[src/rtl/tree_lca_distance_query_unit_assert.svh]
// Assertion macros for the tree LCA distance query unit.
// Uses the i_clk / i_rst_n names of the including module; no other dependencies.
`ifndef TREE_LCA_DISTANCE_QUERY_UNIT_ASSERT_SVH
`define TREE_LCA_DISTANCE_QUERY_UNIT_ASSERT_SVH

// Same-cycle implication, disabled in reset
`define TLCAQ_ASSERT_NOW(label, ante, cons) \
    label: assert property (@(posedge i_clk) disable iff (!i_rst_n) (ante) |-> (cons)) \
        else $error("tlcaq: same-cycle check failed");

// Next-cycle implication, disabled in reset
`define TLCAQ_ASSERT_NEXT(label, ante, cons) \
    label: assert property (@(posedge i_clk) disable iff (!i_rst_n) (ante) |=> (cons)) \
        else $error("tlcaq: next-cycle check failed");

`endif

[src/rtl/tlcaq_ram.sv]
// Generic synchronous RAM: one write port, two registered read ports.
// No dependencies.
module tlcaq_ram #(
    parameter int WIDTH = 8,
    parameter int DEPTH = 16,
    localparam int AW   = (DEPTH > 1) ? $clog2(DEPTH) : 1
) (
    input  logic             i_clk,
    input  logic             i_we,
    input  logic [AW-1:0]    i_waddr,
    input  logic [WIDTH-1:0] i_wdata,
    input  logic             i_re0,
    input  logic [AW-1:0]    i_raddr0,
    output logic [WIDTH-1:0] o_rdata0,
    input  logic             i_re1,
    input  logic [AW-1:0]    i_raddr1,
    output logic [WIDTH-1:0] o_rdata1
);

    logic [WIDTH-1:0] r_mem [DEPTH];

    // write and registered reads
    always_ff @(posedge i_clk) begin
        if (i_we) begin
            r_mem[i_waddr] <= i_wdata;
        end
        if (i_re0) begin
            o_rdata0 <= r_mem[i_raddr0];
        end
        if (i_re1) begin
            o_rdata1 <= r_mem[i_raddr1];
        end
    end

endmodule

[config.mk]
export PLATFORM = sky130hd
export DESIGN_NAME = tlcaq_ram
export DESIGN_NICKNAME = d
export VERILOG_FILES = /design/src/rtl/tree_lca_distance_query_unit_assert.svh /design/src/rtl/tlcaq_ram.sv
export SDC_FILE = /design/constraint.sdc
export NUM_CORES = 1
export LEC_CHECK = 0
export BUFFER_PORTS_ARGS = -buffer_cell sky130_fd_sc_hd__buf_4
export CAP_MARGIN = 15
export CORE_MARGIN = 2
export CORE_UTILIZATION = 68
export CTS_BUF_LIST = sky130_fd_sc_hd__clkbuf_2
export DETAILED_ROUTE_END_ITERATION = 7
export PLACE_DENSITY = 0.88
export SYNTH_ARGS = -nofsm -noshare
export SYNTH_HDL_FRONTEND = slang
export SYNTH_SLANG_ARGS = --single-unit
export TNS_END_PERCENT = 1
[constraint.sdc]
create_clock -name i_clk -period 5.63 [get_ports i_clk]
set_clock_uncertainty 0.15 [all_clocks]
set_input_delay 0.8445 -clock i_clk [delete_from_list [all_inputs] [get_ports i_clk]]
set_output_delay 0.8445 -clock i_clk [all_outputs]
set_load 0.05 [all_outputs]
# [Yosys cells after proc, flatten, opt, wreduce, memory -nomap -nowiden]
# Memories as Yosys holds them, arrays and structs flattened. A register that Yosys moved wholly into a read port is not among the register bits.
# Index checks and enable logic that the tools add are counted.
[classes] add_sub_neg=0 multipliers=0 div=0 magnitude_cmp=0 eq_ne=0 shift=0 n_mux=2 n_bitwise=0 reduce_logical=0
[op_table] op="$mux 1" count=2
[word_totals] reg_bits=0 latchBits=0 ram_bits=128 rom_bits=0 inputBits=24 out_inout_bits=16 wordCells=3 memories=1
[mem_list] name="r_mem" words=16 width=8 rd=2 rd_clocked_by_memory_dff=2 wr=1 line="tlcaq_ram.sv:20" text="logic [WIDTH-1:0] r_mem [DEPTH];"

# [Depth between registers and ports, before layout]
[logic_depth] depth_word=2 depth_mapped=5 mapped_depth_nobuf=3

# [Worst setup path after synthesis]
# OpenSTA, ideal clock, no wires.
[synth_timing] path_type="in2reg" startpoint="in i_waddr[2]" endpoint="mem r_mem[0][0] (enable)" setup_ns=0.383 t_arrival_ns=1.954 t_required_ns=5.097 setup_slack_ns=3.143 path_stages=2 n_path_buf=0 cell_sequence="or3b_2 nor3_1"
[synth_lines] element="start, declared" line="tlcaq_ram.sv:10" text="input logic [AW-1:0] i_waddr,"
[synth_lines] element="end, declared" line="tlcaq_ram.sv:20"
# Straight into the memory's write port.

# [Final worst setup path]
[layout_timing] startpoint="reg o_rdata0[4] (read register of r_mem)" endpoint="out o_rdata0[4]"
[layout_lines] element="start, declared" line="tlcaq_ram.sv:14" text="output logic [WIDTH-1:0] o_rdata0,"
# No word-level cell between the ends.

==> impl_metrics.sql <==
INSERT INTO impl_metrics (metric_group, metric, value, unit) VALUES
('timing', 'setup_violations', '0', ''),
('power', 'combinationalPowerShare', '10.2', '%'),
('floorplan', 'floorplan.rows', '35', ''),
('finish', 'most_common_cell_after_layout_fill_and_taps_aside', 'edfxtp_1', ''),
('place', 'place.detailed.hpwl', '9092', 'µm'),
('floorplan', 'die_area', '10370', 'µm²'),
('yosys', 'ys_ff_latch', '144', ''),
('setup_path', 'required', '4.64', 'ns'),
('power', 'power_density', '295.2', 'nW/µm²'),
('clock_tree', 'clock_latency', '0.67', 'ns'),
('setup_path', 'critical_path_cell_count', '1', ''),
('setup_path', 'cp_slowest_cell', 'edfxtp_1', ''),
('power', 'seqPwrFrac', '58.6', '%'),
('global_routing', 'grt_util_all_layers', '29.44', '%'),
('route', 'final_antenna_net_count', '0', ''),
('finish', 'most_used_cells_in_the_layout_excluding_fill_and_tap_cells', 'edfxtp_1 (144), buf_4 (40), mux4_2 (34), a22oi_1 (32), mux4_1 (28)', ''),
('min_path', 'hold_end', 'o_rdata1[7]', ''),
('global_routing', 'gr-total-overflow', '0', ''),
('floorplan', 'floorplan.initialDensity', '70.41', '%'),
('setup_path', 'path_delay_family', 'flip-flops', ''),
('timing', 'finalHoldWorstSlack', '0.2981', 'ns'),
('power', 'static_leakage', '0.002387', 'µW'),
('global_routing', 'grt_max_degree', '33', ''),
('clock_tree', 'clock_sinks', '144', ''),
('timing', 'setup_repair_after_global_routing_missed_its_margin', 'no', ''),
('yosys', 'synth.yosys.warnings', '0', ''),
('yosys', 'synth_cell_types', '19', ''),
('setup_path', 'timing.critical_path.to_type', 'output port', ''),
('global_routing', 'grt_pass1_vias', '3429', ''),
('timing', 'worst_pin_slew', '1.090', 'ns'),
('finish', 'final_net_count', '371', ''),
('setup_path', 'critical_path.reg2reg.endpoint', 'o_rdata0[4]', ''),
('clock_tree', 'clkTransAtPathRegs', '0.21', 'ns'),
('place', 'buffer_ports.inserted', '39', ''),
('timing', 'final_min_period_over_clock_period', '41.69', '%'),
('setup_path', 'worstPathCellList', 'buf_4', ''),
('run', 'max_cap_viol_count', '0', ''),
('min_path', 'min-delay-start', 'i_re1', ''),
('finish', 'non_filler_cells_final', '488', ''),
('global_routing', 'grt_antenna_before_repair', '0', ''),
('outcome', 'status', 'finished clean', ''),
('floorplan', 'core_region_area', '9240', 'µm²'),
('clock_tree', 'htreeDepth', '4', ''),
('floorplan', 'boundary_pins', '40', ''),
('route', 'routed_via_density', '7.299', ''),
('clock_tree', 'cts_setup_buffers', '0', ''),
('place', 'routabilityCongestion', '0.8182', ''),
('clock_tree', 'cts.repair.resized', '0', ''),
('yosys', 'synth_area_per_cell', '21.19', 'µm²'),
('power', 'power.share.switching', '23.99', '%'),
('setup_path', 'path_class', 'reg2out', ''),
('yosys', 'synth.top_cell.area_share', '66.46', '%'),
('route', 'totalWireLength', '14200', 'µm'),
('setup_path', 'setup.reg_to_reg.worst_slack', '3.88', 'ns'),
('finish', 'synthToLayoutAreaGrowth', '8.942', '%'),
('floorplan', 'fp.dieH', '101.8', 'µm'),
('clock_tree', 'tritoncts', 'yes', ''),
('route', 'drt_iter0_drc', '484', ''),
('route', 'firstDrtPassIters', '5', ''),
('place', 'post-place-cells', '456', ''),
('setup_path', 'critical_path_buf_inv_count', '1', ''),
('power', 'total_switching_power', '501.8', 'µW'),
('min_path', 'min-delay-path-class', 'in2reg', ''),
('yosys', 'synth.cell_area', '6506', 'µm²'),
('timing', 'fmax', '0.4260', 'GHz'),
('setup_path', 'setup.worst_path.start_class', 'register', ''),
('power', 'power_report.internal_total', '1590', 'µW'),
('route', 'wl_per_cell', '29.09', 'µm'),
('timing', 'final-hold-violation-count', '0', ''),
('finish', 'layout-drive-gt1-share', '30.92', '%'),
('power', 'max-vdd-ir-drop', '0.2244', 'mV');
[metal layers]
| metal | wire length, µm | global-route usage (%) |
|---|---|---|
| met5 | 0 | 0 |
| met4 | 326 | 10.15 |
| met2 | 7041 | 44.99 |
| met1 | 5416 | 44.82 |
| met3 | 1410 | 5.130 |
[area by class of cell]
cell class	count	area, µm²
multi-input cells	143	2019
well taps	129	161.4
flip-flops and latches	144	4324
clock buffers	18	90.09
clock inverters	13	185.2
fillers	482	2152
repair buffers	41	307.8
[how the worst max path moves through the flow]
stage	start	endpoint	slack [ns]
global route	o_rdata0[1]	o_rdata0[1]	3.24
finish	o_rdata0[4]	o_rdata0[4]	3.28
detailed placement	i_waddr[2]	r_mem[0][7]	2.68
CTS	o_rdata0[4]	o_rdata0[4]	3.27
floorplan	i_waddr[2]	r_mem[0][0]	3.14
global placement	i_waddr[2]	r_mem[0][2]	2.81
[cell usage after synthesis]
cell type / n
nor2b_1: 2
buf_2: 6
a22oi_1: 32
or3b_2: 1
nand2_1: 17
nand2b_1: 2
nand3b_1: 2
buf_6: 6
nor2_1: 14
and2b_1: 2
buf_4: 2
and2_1: 2
mux4_1: 28
edfxtp_1: 144
clkdlybuf4s25_2: 6
mux4_4: 2
mux4_2: 34
nand3_1: 1
nor3_1: 4
[stage by stage]
step | utilization [%] | worst slack, ns | cell area, µm² | power, µW
final | 76.71 | 3.283 | 7088 | 2092
after global routing | 76.71 | 3.236 | 7088 | 2153
after CTS | 76.63 | 3.266 | 7081 | 2093
after floorplan | - | 3.143 | 6506 | 1387
after detailed placement | 73.65 | 2.677 | 6805 | 1459
after global placement | 73.65 | 2.807 | 6805 | 1450
[power groups by stage]
stage / clock (µW) / sequential (µW) / combinational (µW)
2_1_floorplan: 0 / 1280 / 108
3_3_place_gp: 0 / 1250 / 204
3_5_place_dp: 0 / 1250 / 210
4_1_cts: 657 / 1220 / 211
5_1_grt: 702 / 1230 / 223
6_report: 654 / 1230 / 212
[flip-flops by register name (all words and copies together) (netlist names)]
register	count
r_mem	128
o_rdata0	8
o_rdata1	8
[cell families after synthesis]
kind of cell / share of synthesized area (%)
AO/OA/AOI/OAI: 3.692
buffers and inverters: 2.654
flip-flops: 66.46
multiplexers: 23.85
AND/OR/NAND/NOR: 3.346
No activity file was read; power rests on OpenSTA's default activity.
